## config.mk

```make
export PLATFORM = sky130hd
export DESIGN_NAME = can_bit_timing_calc_unit
export DESIGN_NICKNAME = d
export VERILOG_FILES = /design/src/hw/rtl/cbt_pkg.sv /design/src/hw/rtl/cbt_ctrl.sv /design/src/hw/rtl/cbt_datapath.sv /design/src/hw/rtl/can_bit_timing_calc_unit.sv
export SDC_FILE = /design/constraint.sdc
export NUM_CORES = 1
export LEC_CHECK = 0
export BUFFER_PORTS_ARGS = -buffer_cell sky130_fd_sc_hd__buf_2
export CORE_UTILIZATION = 62
export DETAILED_ROUTE_END_ITERATION = 6
export GPL_ROUTABILITY_DRIVEN = 0
export HOLD_SLACK_MARGIN = 0.06
export PLACE_DENSITY = 0.89
export SLEW_MARGIN = 20
export SYNTH_ARGS = -nofsm -noshare
export SYNTH_HDL_FRONTEND = slang
export SYNTH_HIERARCHICAL = 1
export SYNTH_SLANG_ARGS = --single-unit
```

## constraint.sdc

```tcl
create_clock -name clock -period 6.1 [get_ports clock]
set_input_delay 1.22 -clock clock [delete_from_list [all_inputs] [get_ports clock]]
set_output_delay 1.22 -clock clock [all_outputs]
set_load 0.05 [all_outputs]
```

## src/hw/rtl/cbt_pkg.sv

```systemverilog
// ----------------------------------------------------------------------------
// cbt_pkg
// Shared types, constants and helper functions of the CAN bit timing
// calculator: preset table, quanta limits, controller/datapath interface.
// ----------------------------------------------------------------------------
package cbt_pkg;

   localparam int ClkW      = 27;
   localparam int RateW     = 20;
   localparam int PreW      = 24;
   localparam int Seg1W     = 4;
   localparam int Seg2W     = 3;
   localparam int QW        = 5;
   localparam int HowW      = 2;
   localparam int DivW      = QW + RateW;
   localparam int DivSteps  = ClkW;
   localparam int CntW      = $clog2(DivSteps);
   localparam int PresetNum = 8;
   localparam int PresetIdxW = $clog2(PresetNum);

   localparam logic [PreW-1:0]  PrescalerMax = {PreW{1'b1}};
   localparam logic [RateW-1:0] HighRate     = 20'd500000;
   localparam logic [QW-1:0]    TopQHigh     = 5'd18;
   localparam logic [QW-1:0]    TopQLow      = 5'd16;
   localparam logic [QW-1:0]    MinQ         = 5'd8;
   localparam logic [Seg1W-1:0] FbSeg1High   = 4'd14;
   localparam logic [Seg1W-1:0] FbSeg1Low    = 4'd12;
   localparam logic [Seg2W-1:0] FbSeg2       = 3'd3;

   localparam logic [ClkW-1:0] PresetClk [PresetNum] = '{
      27'd36000000, 27'd32000000, 27'd18000000, 27'd8000000,
      27'd36000000, 27'd32000000, 27'd18000000, 27'd8000000
   };
   localparam logic [RateW-1:0] PresetRate [PresetNum] = '{
      20'd500000, 20'd500000, 20'd500000, 20'd500000,
      20'd250000, 20'd250000, 20'd250000, 20'd250000
   };
   localparam logic [PreW-1:0] PresetPre [PresetNum] = '{
      24'd4, 24'd4, 24'd2, 24'd1, 24'd9, 24'd8, 24'd4, 24'd2
   };
   localparam logic [Seg1W-1:0] PresetSeg1 [PresetNum] = '{
      4'd14, 4'd12, 4'd14, 4'd12, 4'd12, 4'd12, 4'd13, 4'd12
   };
   localparam logic [Seg2W-1:0] PresetSeg2 [PresetNum] = '{
      3'd3, 3'd3, 3'd3, 3'd3, 3'd3, 3'd3, 3'd4, 3'd3
   };

   typedef enum logic [HowW-1:0] {
      HOW_PRESET = 2'd0,
      HOW_EXACT  = 2'd1,
      HOW_APPROX = 2'd2
   } how_type;

   typedef enum logic [2:0] {
      ST_IDLE,
      ST_CHECK,
      ST_DIV_START,
      ST_DIV_RUN,
      ST_EVAL,
      ST_FINISH
   } state_type;

   typedef struct packed {
      logic    load;
      logic    check;
      logic    div_start;
      logic    div_step;
      logic    save_fb;
      logic    dec_q;
      logic    set_how;
      how_type how;
      logic    write_out;
   } cmd_type;

   typedef struct packed {
      logic preset_hit;
      logic rate_zero;
      logic div_last;
      logic rem_zero;
      logic q_is_min;
      logic q_is_top;
      logic out_blocked;
   } status_type;

   typedef struct packed {
      logic                  hit;
      logic [PresetIdxW-1:0] idx;
   } preset_type;

   function automatic preset_type preset_lookup(input logic [ClkW-1:0]  clk,
                                                input logic [RateW-1:0] rate);
      preset_type res;
      res.hit = 1'b0;
      res.idx = '0;
      for (int i = PresetNum - 1; i >= 0; i--) begin
         if (PresetClk[i] == clk && PresetRate[i] == rate) begin
            res.hit = 1'b1;
            res.idx = PresetIdxW'(i);
         end
      end
      return res;
   endfunction

   function automatic logic [QW-1:0] top_quanta(input logic [RateW-1:0] rate);
      return (rate >= HighRate) ? TopQHigh : TopQLow;
   endfunction

   // q / 5 over the legal range of q
   function automatic logic [Seg2W-1:0] seg2_of(input logic [QW-1:0] q);
      logic [Seg2W-1:0] s2;
      case (q)
         5'd8, 5'd9:                       s2 = 3'd1;
         5'd10, 5'd11, 5'd12, 5'd13, 5'd14: s2 = 3'd2;
         5'd15, 5'd16, 5'd17, 5'd18, 5'd19: s2 = 3'd3;
         default:                          s2 = 3'd1;
      endcase
      return s2;
   endfunction

   function automatic logic [PreW-1:0] fit_prescaler(input logic [ClkW-1:0] p);
      logic [PreW-1:0] res;
      if (p == '0) begin
         res = PreW'(1);
      end else if (p > ClkW'(PrescalerMax)) begin
         res = PrescalerMax;
      end else begin
         res = p[PreW-1:0];
      end
      return res;
   endfunction

endpackage

```

## src/hw/rtl/cbt_ctrl.sv

```systemverilog
// ----------------------------------------------------------------------------
// cbt_ctrl
// Sequencer: preset check, divisor trials from the top quanta count down,
// result selection and hand-off to the output register.
// ----------------------------------------------------------------------------
module cbt_ctrl (
   input  logic                clock,
   input  logic                reset,
   input  logic                req_valid,
   output logic                req_ready,
   input  cbt_pkg::status_type status,
   output cbt_pkg::cmd_type    cmd
);

   cbt_pkg::state_type state_ff, state_in;

   always_ff @(posedge clock) begin
      if (reset) begin
         state_ff <= cbt_pkg::ST_IDLE;
      end else begin
         state_ff <= state_in;
      end
   end

   always_comb begin
      state_in = state_ff;
      case (state_ff)
         cbt_pkg::ST_IDLE: begin
            if (req_valid) state_in = cbt_pkg::ST_CHECK;
         end
         cbt_pkg::ST_CHECK: begin
            if (status.preset_hit || status.rate_zero) begin
               state_in = cbt_pkg::ST_FINISH;
            end else begin
               state_in = cbt_pkg::ST_DIV_START;
            end
         end
         cbt_pkg::ST_DIV_START: begin
            state_in = cbt_pkg::ST_DIV_RUN;
         end
         cbt_pkg::ST_DIV_RUN: begin
            if (status.div_last) state_in = cbt_pkg::ST_EVAL;
         end
         cbt_pkg::ST_EVAL: begin
            if (status.rem_zero || status.q_is_min) begin
               state_in = cbt_pkg::ST_FINISH;
            end else begin
               state_in = cbt_pkg::ST_DIV_START;
            end
         end
         cbt_pkg::ST_FINISH: begin
            if (!status.out_blocked) state_in = cbt_pkg::ST_IDLE;
         end
         default: state_in = cbt_pkg::ST_IDLE;
      endcase
   end

   always_comb begin
      cmd       = '0;
      cmd.how   = cbt_pkg::HOW_PRESET;
      req_ready = 1'b0;
      case (state_ff)
         cbt_pkg::ST_IDLE: begin
            req_ready = 1'b1;
            cmd.load  = req_valid;
         end
         cbt_pkg::ST_CHECK: begin
            cmd.check = 1'b1;
            if (status.preset_hit) begin
               cmd.set_how = 1'b1;
               cmd.how     = cbt_pkg::HOW_PRESET;
            end else if (status.rate_zero) begin
               cmd.set_how = 1'b1;
               cmd.how     = cbt_pkg::HOW_APPROX;
            end
         end
         cbt_pkg::ST_DIV_START: begin
            cmd.div_start = 1'b1;
         end
         cbt_pkg::ST_DIV_RUN: begin
            cmd.div_step = 1'b1;
         end
         cbt_pkg::ST_EVAL: begin
            // first trial divides by top * rate: keep it for the fallback
            cmd.save_fb = status.q_is_top;
            if (status.rem_zero) begin
               cmd.set_how = 1'b1;
               cmd.how     = cbt_pkg::HOW_EXACT;
            end else if (status.q_is_min) begin
               cmd.set_how = 1'b1;
               cmd.how     = cbt_pkg::HOW_APPROX;
            end else begin
               cmd.dec_q = 1'b1;
            end
         end
         cbt_pkg::ST_FINISH: begin
            cmd.write_out = !status.out_blocked;
         end
         default: begin
            cmd = '0;
         end
      endcase
   end

   a_accept_to_check: assert property (@(posedge clock) disable iff (reset)
      (state_ff == cbt_pkg::ST_IDLE && req_valid) |=> state_ff == cbt_pkg::ST_CHECK)
      else $error("accepted item did not start a check");

   a_div_to_eval: assert property (@(posedge clock) disable iff (reset)
      (state_ff == cbt_pkg::ST_DIV_RUN && status.div_last) |=>
         state_ff == cbt_pkg::ST_EVAL)
      else $error("division end did not lead to evaluation");

endmodule

```

## src/hw/rtl/cbt_datapath.sv

```systemverilog
// ----------------------------------------------------------------------------
// cbt_datapath
// Operand registers, quanta counter, divisor multiply, restoring divider
// (one quotient bit per cycle) and the result output register.
// ----------------------------------------------------------------------------
module cbt_datapath (
   input  logic                            clock,
   input  logic                            reset,
   input  cbt_pkg::cmd_type                cmd,
   output cbt_pkg::status_type             status,
   input  logic [cbt_pkg::ClkW-1:0]        req_clock_hz,
   input  logic [cbt_pkg::RateW-1:0]       req_bit_rate,
   output logic                            rsp_valid,
   input  logic                            rsp_ready,
   output logic [cbt_pkg::PreW-1:0]        rsp_prescaler,
   output logic [cbt_pkg::Seg1W-1:0]       rsp_phase_seg1,
   output logic [cbt_pkg::Seg2W-1:0]       rsp_phase_seg2,
   output logic [cbt_pkg::QW-1:0]          rsp_total_quanta,
   output logic [cbt_pkg::HowW-1:0]        rsp_how_found
);

   logic [cbt_pkg::ClkW-1:0]  clk_ff;
   logic [cbt_pkg::RateW-1:0] rate_ff;
   logic [cbt_pkg::QW-1:0]    q_ff, q_in;
   logic [cbt_pkg::DivW-1:0]  div_ff;
   logic [cbt_pkg::DivW-1:0]  rem_ff, rem_in;
   logic [cbt_pkg::ClkW-1:0]  quot_ff, quot_in;
   logic [cbt_pkg::CntW-1:0]  cnt_ff, cnt_in;
   logic [cbt_pkg::PreW-1:0]  fb_pre_ff, fb_pre_in;
   cbt_pkg::how_type          how_ff;

   logic                      out_valid_ff;
   logic [cbt_pkg::PreW-1:0]  out_pre_ff, out_pre_in;
   logic [cbt_pkg::Seg1W-1:0] out_seg1_ff, out_seg1_in;
   logic [cbt_pkg::Seg2W-1:0] out_seg2_ff, out_seg2_in;
   logic [cbt_pkg::QW-1:0]    out_total_ff, out_total_in;
   logic [cbt_pkg::HowW-1:0]  out_how_ff;

   cbt_pkg::preset_type       preset;
   logic [cbt_pkg::QW-1:0]    top_q;
   logic [cbt_pkg::DivW-1:0]  product;
   logic [cbt_pkg::DivW:0]    rem_sh;
   logic                      ge;
   logic [cbt_pkg::Seg2W-1:0] exact_seg2;

   assign preset = cbt_pkg::preset_lookup(clk_ff, rate_ff);
   assign top_q  = cbt_pkg::top_quanta(rate_ff);
   assign product = cbt_pkg::DivW'(q_ff) * cbt_pkg::DivW'(rate_ff);

   // restoring divider step: shift in the next dividend bit, try to subtract
   assign rem_sh = {rem_ff, quot_ff[cbt_pkg::ClkW-1]};
   assign ge     = rem_sh >= {1'b0, div_ff};

   always_comb begin
      q_in    = q_ff;
      rem_in  = rem_ff;
      quot_in = quot_ff;
      cnt_in  = cnt_ff;
      fb_pre_in = fb_pre_ff;
      if (cmd.check) begin
         q_in = top_q;
         if (rate_ff == '0) fb_pre_in = cbt_pkg::PrescalerMax;
      end
      if (cmd.dec_q) q_in = q_ff - cbt_pkg::QW'(1);
      if (cmd.div_start) begin
         rem_in  = '0;
         quot_in = clk_ff;
         cnt_in  = cbt_pkg::CntW'(cbt_pkg::DivSteps - 1);
      end
      if (cmd.div_step) begin
         rem_in  = ge ? cbt_pkg::DivW'(rem_sh - {1'b0, div_ff})
                      : rem_sh[cbt_pkg::DivW-1:0];
         quot_in = {quot_ff[cbt_pkg::ClkW-2:0], ge};
         cnt_in  = cnt_ff - cbt_pkg::CntW'(1);
      end
      if (cmd.save_fb) fb_pre_in = cbt_pkg::fit_prescaler(quot_ff);
   end

   always_ff @(posedge clock) begin
      if (cmd.load) begin
         clk_ff  <= req_clock_hz;
         rate_ff <= req_bit_rate;
      end
      if (cmd.div_start) div_ff <= product;
      if (cmd.set_how) how_ff <= cmd.how;
      q_ff      <= q_in;
      rem_ff    <= rem_in;
      quot_ff   <= quot_in;
      cnt_ff    <= cnt_in;
      fb_pre_ff <= fb_pre_in;
   end

   assign exact_seg2 = cbt_pkg::seg2_of(q_ff);

   always_comb begin
      case (how_ff)
         cbt_pkg::HOW_PRESET: begin
            out_pre_in   = cbt_pkg::PresetPre[preset.idx];
            out_seg1_in  = cbt_pkg::PresetSeg1[preset.idx];
            out_seg2_in  = cbt_pkg::PresetSeg2[preset.idx];
            out_total_in = cbt_pkg::QW'(1) + cbt_pkg::QW'(out_seg1_in)
                           + cbt_pkg::QW'(out_seg2_in);
         end
         cbt_pkg::HOW_EXACT: begin
            out_pre_in   = cbt_pkg::fit_prescaler(quot_ff);
            out_seg2_in  = exact_seg2;
            out_seg1_in  = cbt_pkg::Seg1W'(q_ff - cbt_pkg::QW'(1)
                                           - cbt_pkg::QW'(exact_seg2));
            out_total_in = q_ff;
         end
         default: begin
            out_pre_in   = fb_pre_ff;
            out_seg1_in  = (top_q == cbt_pkg::TopQHigh) ? cbt_pkg::FbSeg1High
                                                          : cbt_pkg::FbSeg1Low;
            out_seg2_in  = cbt_pkg::FbSeg2;
            out_total_in = top_q;
         end
      endcase
   end

   always_ff @(posedge clock) begin
      if (reset) begin
         out_valid_ff <= 1'b0;
      end else if (cmd.write_out) begin
         out_valid_ff <= 1'b1;
      end else if (rsp_ready) begin
         out_valid_ff <= 1'b0;
      end
   end

   always_ff @(posedge clock) begin
      if (cmd.write_out) begin
         out_pre_ff   <= out_pre_in;
         out_seg1_ff  <= out_seg1_in;
         out_seg2_ff  <= out_seg2_in;
         out_total_ff <= out_total_in;
         out_how_ff   <= how_ff;
      end
   end

   assign status.preset_hit  = preset.hit;
   assign status.rate_zero   = (rate_ff == '0);
   assign status.div_last    = (cnt_ff == '0);
   assign status.rem_zero    = (rem_ff == '0);
   assign status.q_is_min    = (q_ff == cbt_pkg::MinQ);
   assign status.q_is_top    = (q_ff == top_q);
   assign status.out_blocked = out_valid_ff && !rsp_ready;

   assign rsp_valid        = out_valid_ff;
   assign rsp_prescaler    = out_pre_ff;
   assign rsp_phase_seg1   = out_seg1_ff;
   assign rsp_phase_seg2   = out_seg2_ff;
   assign rsp_total_quanta = out_total_ff;
   assign rsp_how_found    = out_how_ff;

   a_dec_above_min: assert property (@(posedge clock) disable iff (reset)
      cmd.dec_q |-> q_ff > cbt_pkg::MinQ)
      else $error("quanta count stepped below the minimum");

   a_no_overwrite: assert property (@(posedge clock) disable iff (reset)
      cmd.write_out |-> (!out_valid_ff || rsp_ready))
      else $error("pending result overwritten");

endmodule

```

## src/hw/rtl/can_bit_timing_calc_unit.sv

```systemverilog
// Sequence: a preset or zero-bitrate item goes from the check straight to the output
// register; any other item runs divisor trials (start, 27 divide steps, evaluate), at
// most 11 trials. One item at a time: the next item is accepted only once the previous
// result has moved into the output register.
// Reset clears the sequencer and the output valid flag; nothing else is cleared.
// ----------------------------------------------------------------------------
// can_bit_timing_calc_unit
// CAN bit timing calculator: prescaler and phase segments from a peripheral
// clock and a bitrate, by preset table, exact divisor search or fallback.
// ----------------------------------------------------------------------------
module can_bit_timing_calc_unit (
   input  logic                       clock,
   input  logic                       reset,
   input  logic                       req_valid,
   output logic                       req_ready,
   input  logic [cbt_pkg::ClkW-1:0]   req_clock_hz,
   input  logic [cbt_pkg::RateW-1:0]  req_bit_rate,
   output logic                       rsp_valid,
   input  logic                       rsp_ready,
   output logic [cbt_pkg::PreW-1:0]   rsp_prescaler,
   output logic [cbt_pkg::Seg1W-1:0]  rsp_phase_seg1,
   output logic [cbt_pkg::Seg2W-1:0]  rsp_phase_seg2,
   output logic [cbt_pkg::QW-1:0]     rsp_total_quanta,
   output logic [cbt_pkg::HowW-1:0]   rsp_how_found
);

   cbt_pkg::cmd_type    cmd;
   cbt_pkg::status_type status;

   cbt_ctrl u_ctrl (
      .clock     (clock),
      .reset     (reset),
      .req_valid (req_valid),
      .req_ready (req_ready),
      .status    (status),
      .cmd       (cmd)
   );

   cbt_datapath u_datapath (
      .clock            (clock),
      .reset            (reset),
      .cmd              (cmd),
      .status           (status),
      .req_clock_hz     (req_clock_hz),
      .req_bit_rate     (req_bit_rate),
      .rsp_valid        (rsp_valid),
      .rsp_ready        (rsp_ready),
      .rsp_prescaler    (rsp_prescaler),
      .rsp_phase_seg1   (rsp_phase_seg1),
      .rsp_phase_seg2   (rsp_phase_seg2),
      .rsp_total_quanta (rsp_total_quanta),
      .rsp_how_found    (rsp_how_found)
   );

endmodule

```

==> insert_results.sql <==
INSERT INTO impl_metrics (metric_group, metric, value, unit) VALUES
('yosys', 'synth-async-reset-ratio', '0', ''),
('drt', 'post-route-drc-count', '0', ''),
('drt', 'wl_per_cell', '18.3', 'um'),
('drt', 'ant_nets', '0', ''),
('hold_path', 'timing.hold.worst.class', 'flip-flop to flip-flop', ''),
('critical_path', 'timing.critical_path.slowest_cell_delay', '0.92', 'ns'),
('yosys', 'ys_seq_area_frac', '0.461', ''),
('timing', 'max_slew.worst_pin.slew', '1.10', 'ns'),
('critical_path', 'crit_arrival', '5.65', 'ns'),
('global_routing', 'grtUsageTotal', '0.271', ''),
('status', 'status', 'complete, no violations', ''),
('timing', 'relSlewSlack', '0.266', ''),
('yosys', 'synth.cell_area', '0.0132', 'mm2'),
('global_routing', 'grt_pass1_vias', '9374', ''),
('yosys', 'synth_cell_types', '71', ''),
('clock_tree', 'cts_inserted_buffers', '22', ''),
('clock_tree', 'cts_repair_resize_count', '0', ''),
('floorplan', 'overall_die_width', '148', 'um'),
('yosys', 'synth_seq_cells', '204', ''),
('floorplan', 'die-height', '148', 'um'),
('power', 'internal_power', '4.16', 'mW'),
('floorplan', 'placement_rows', '52', ''),
('critical_path', 'cp-start-kind', 'flip-flop', ''),
('yosys', 'synth_top_area_cell', 'sky130_fd_sc_hd__edfxtp_1', ''),
('power', 'comb_power_share', '0.502', ''),
('place', 'io_buffers', '90', ''),
('power', 'p_total', '6.96', 'mW'),
('global_routing', 'first_pass_grt_wire_length', '46.8', 'mm'),
('layout', 'finalNonFillerCells', '1597', ''),
('clock_tree', 'worst_skew_pair.late_latency', '0.51', 'ns'),
('timing', 'setup-violations-final', '0', ''),
('critical_path', 'crit_chain', 'nand2_1 -> fa_1 -> inv_1 -> fa_1 -> fa_1 -> ha_1 -> o21ai_0 -> o21ai_0 -> a31oi_1 -> o21bai_1 -> nor4_1 -> o311ai_0 -> a31oi_1 -> o21ai_0 -> xor2_1', ''),
('timing', 'fmaxAchievable', '0.185', 'GHz'),
('power', 'p_leak', '6.00', 'nW'),
('global_routing', 'global_route.overflow_total', '0', ''),
('drt', 'vias', '9724', ''),
('critical_path', 'path_delay_family', 'adder cells', ''),
('drt', 'totalWireLength', '29.2', 'mm'),
('clock_tree', 'root_buffer', 'sky130_fd_sc_hd__clkbuf_16', ''),
('timing', 'timing.clock.skew', '0.0143', 'ns'),
('yosys', 'synth_commonest_cells', 'sky130_fd_sc_hd__edfxtp_1 (198), sky130_fd_sc_hd__inv_1 (119), sky130_fd_sc_hd__nand2_1 (116), sky130_fd_sc_hd__and2_1 (84), sky130_fd_sc_hd__o21ai_0 (77)', ''),
('floorplan', 'num_io_pins', '91', ''),
('power', 'clkPwrFrac', '0.181', ''),
('critical_path', 'cp-startpoint', 'u_datapath/q_ff[2]', ''),
('timing', 'pins_over_their_slew_limit', '0', ''),
('timing', 'layout_worst_path_cycle_share', '0.887', ''),
('yosys', 'syn_nets', '1410', ''),
('timing', 'fin_setup_tns', '0', 'ns'),
('critical_path', 'endpoint_kind', 'flip-flop', ''),
('hold_path', 'hold_path_startpoint', 'u_datapath/fb_pre_ff[15]', ''),
('clock_tree', 'clock_path_buffers', '3', ''),
('run', 'max_cap_violations', '0', ''),
('global_routing', 'grt_antenna_before_repair', '0', ''),
('power', 'seqPwrFrac', '0.317', ''),
('clock_tree', 'post_cts.repair.setup_buffers', '0', ''),
('yosys', 'synth_top_area_frac', '0.452', ''),
('timing', 'final_hold_viol_count', '0', ''),
('critical_path', 'cp_slowest_cell', 'sky130_fd_sc_hd__edfxtp_1', ''),
('layout', 'final_layout_size_suffix_gt1_frac', '0.138', ''),
('timing', 'grt_setup_unrepaired', 'no', ''),
('layout', 'n_antenna_cell', '0', ''),
('timing', 'finalWorstPathRequiredPeriod', '5.41', 'ns'),
('clock_tree', 'cts_tree', 'built', ''),
('critical_path', 'crit_type', 'flip-flop to flip-flop', ''),
('place', 'final_hpwl_dp', '21.3', 'mm'),
('critical_path', 'cp.buffers_inverters', '1', ''),
('yosys', 'synthTopCellsByArea', 'sky130_fd_sc_hd__edfxtp_1 (45%), sky130_fd_sc_hd__fa_1 (8.5%), sky130_fd_sc_hd__ha_1 (6.2%)', ''),
('power', 'power_density', '480', 'mW/mm2'),
('yosys', 'synth.most_common_cell', 'sky130_fd_sc_hd__edfxtp_1', ''),
('global_routing', 'grt_start_max_net_pins', '63', ''),
('yosys', 'synth-edff-count', '198', '');
-- flip-flops by register name, indices dropped and copies added (netlist names), 5 cells and up --
register,flops
u_datapath/clk_ff,27
u_datapath/cnt_ff,5
u_datapath/div_ff,25
u_datapath/fb_pre_ff,24
u_datapath/q_ff,5
u_datapath/quot_ff,27
u_datapath/rate_ff,20
u_datapath/rem_ff,25
u_datapath/rsp_prescaler,24
u_datapath/rsp_total_quanta,5
-- final timing paths --
check / end / slack (ns) / cells after the start
hold reg to reg: u_datapath/rsp_prescaler[15] / 0.53 / 2
setup reg to reg: u_datapath/div_ff[23] / 0.69 / 15
setup / recovery: u_datapath/div_ff[23] / 0.69 / 15
hold / removal: u_datapath/rsp_prescaler[15] / 0.53 / 2
-- cells by family (layout without fill, tap and decap cells) --
family | Yosys count | count (layout) | synth area share
compound gates | 244 | 244 | 0.113
xor+xnor | 45 | 45 | 0.0300
flops | 204 | 204 | 0.461
fa+ha+maj | 121 | 121 | 0.147
buf+inv | 169 | 258 | 0.0498
mux | 32 | 32 | 0.0270
simple gates | 423 | 423 | 0.173
-- worst min-delay path, cell delays in order, from the launching register on --
cell                       delay (ns)
sky130_fd_sc_hd__edfxtp_1        0.32
sky130_fd_sc_hd__nand2_1         0.04
sky130_fd_sc_hd__o21ai_0         0.06
-- per-stage QoR --
step                      setup WS (ns)  hold slack (ns)   util  instance area, um2
after floorplan                    1.33            0.424      -               13200
after global placement            0.974            0.507  0.674               13800
after detailed placement          0.777            0.508  0.674               13800
after CTS                         0.749            0.524  0.707               14500
after global routing              0.367            0.542  0.707               14500
final                             0.687            0.528  0.707               14500
-- power groups by stage --
stage / Clock (mW) / Combinational, mW / Sequential (mW)
2_1_floorplan: 0 / 2.78 / 2.10
3_3_place_gp: 0 / 3.31 / 2.20
4_1_cts: 1.27 / 3.46 / 2.19
6_report: 1.26 / 3.49 / 2.20
5_1_grt: 1.32 / 3.90 / 2.22
3_5_place_dp: 0 / 3.44 / 2.21
-- placed cells by master, fill, tap and decap left out, types with 7 or more instances in the layout --
master	netlist	final
sky130_fd_sc_hd__a211oi_1	11	11
sky130_fd_sc_hd__a21o_1	24	24
sky130_fd_sc_hd__a21oi_1	73	73
sky130_fd_sc_hd__and2_1	84	83
sky130_fd_sc_hd__buf_2	5	90
sky130_fd_sc_hd__buf_4	0	7
sky130_fd_sc_hd__clkbuf_16	0	23
sky130_fd_sc_hd__edfxtp_1	198	198
sky130_fd_sc_hd__fa_1	56	56
sky130_fd_sc_hd__ha_1	65	65
sky130_fd_sc_hd__inv_1	119	119
sky130_fd_sc_hd__mux2_2	28	28
sky130_fd_sc_hd__nand2_1	116	116
sky130_fd_sc_hd__nand2b_1	13	13
sky130_fd_sc_hd__nand3_1	20	20
sky130_fd_sc_hd__nand4_1	13	13
sky130_fd_sc_hd__nor2_1	53	52
sky130_fd_sc_hd__nor2b_1	9	9
sky130_fd_sc_hd__nor3_1	18	18
sky130_fd_sc_hd__nor4_1	20	20
sky130_fd_sc_hd__o21a_1	7	7
sky130_fd_sc_hd__o21ai_0	77	77
sky130_fd_sc_hd__or2_2	8	8
sky130_fd_sc_hd__or3_1	37	36
sky130_fd_sc_hd__xnor2_1	29	29
sky130_fd_sc_hd__xor2_1	16	16
-- final cells by class --
| cell class | instances | area, um2 |
|---|---|---|
| repair buffers | 97 | 503 |
| multi-input cells | 865 | 6450 |
| inverters | 122 | 458 |
| clock inverters | 11 | 85.1 |
| well taps | 270 | 338 |
| flip-flops and latches | 204 | 6070 |
| clock buffers | 28 | 594 |
| fillers | 1376 | 6000 |
-- routing by layer --
layer / routed length, um / GRT usage / vias to the layer above
li1: - / - / 4554
met1: 12200 / 0.377 / 4587
met2: 13500 / 0.434 / 511
met3: 2610 / 0.0410 / 72
met4: 871 / 0.0974 / 0
met5: 0 / 0 / -
Note: power is estimated with default switching activity, not from simulation.
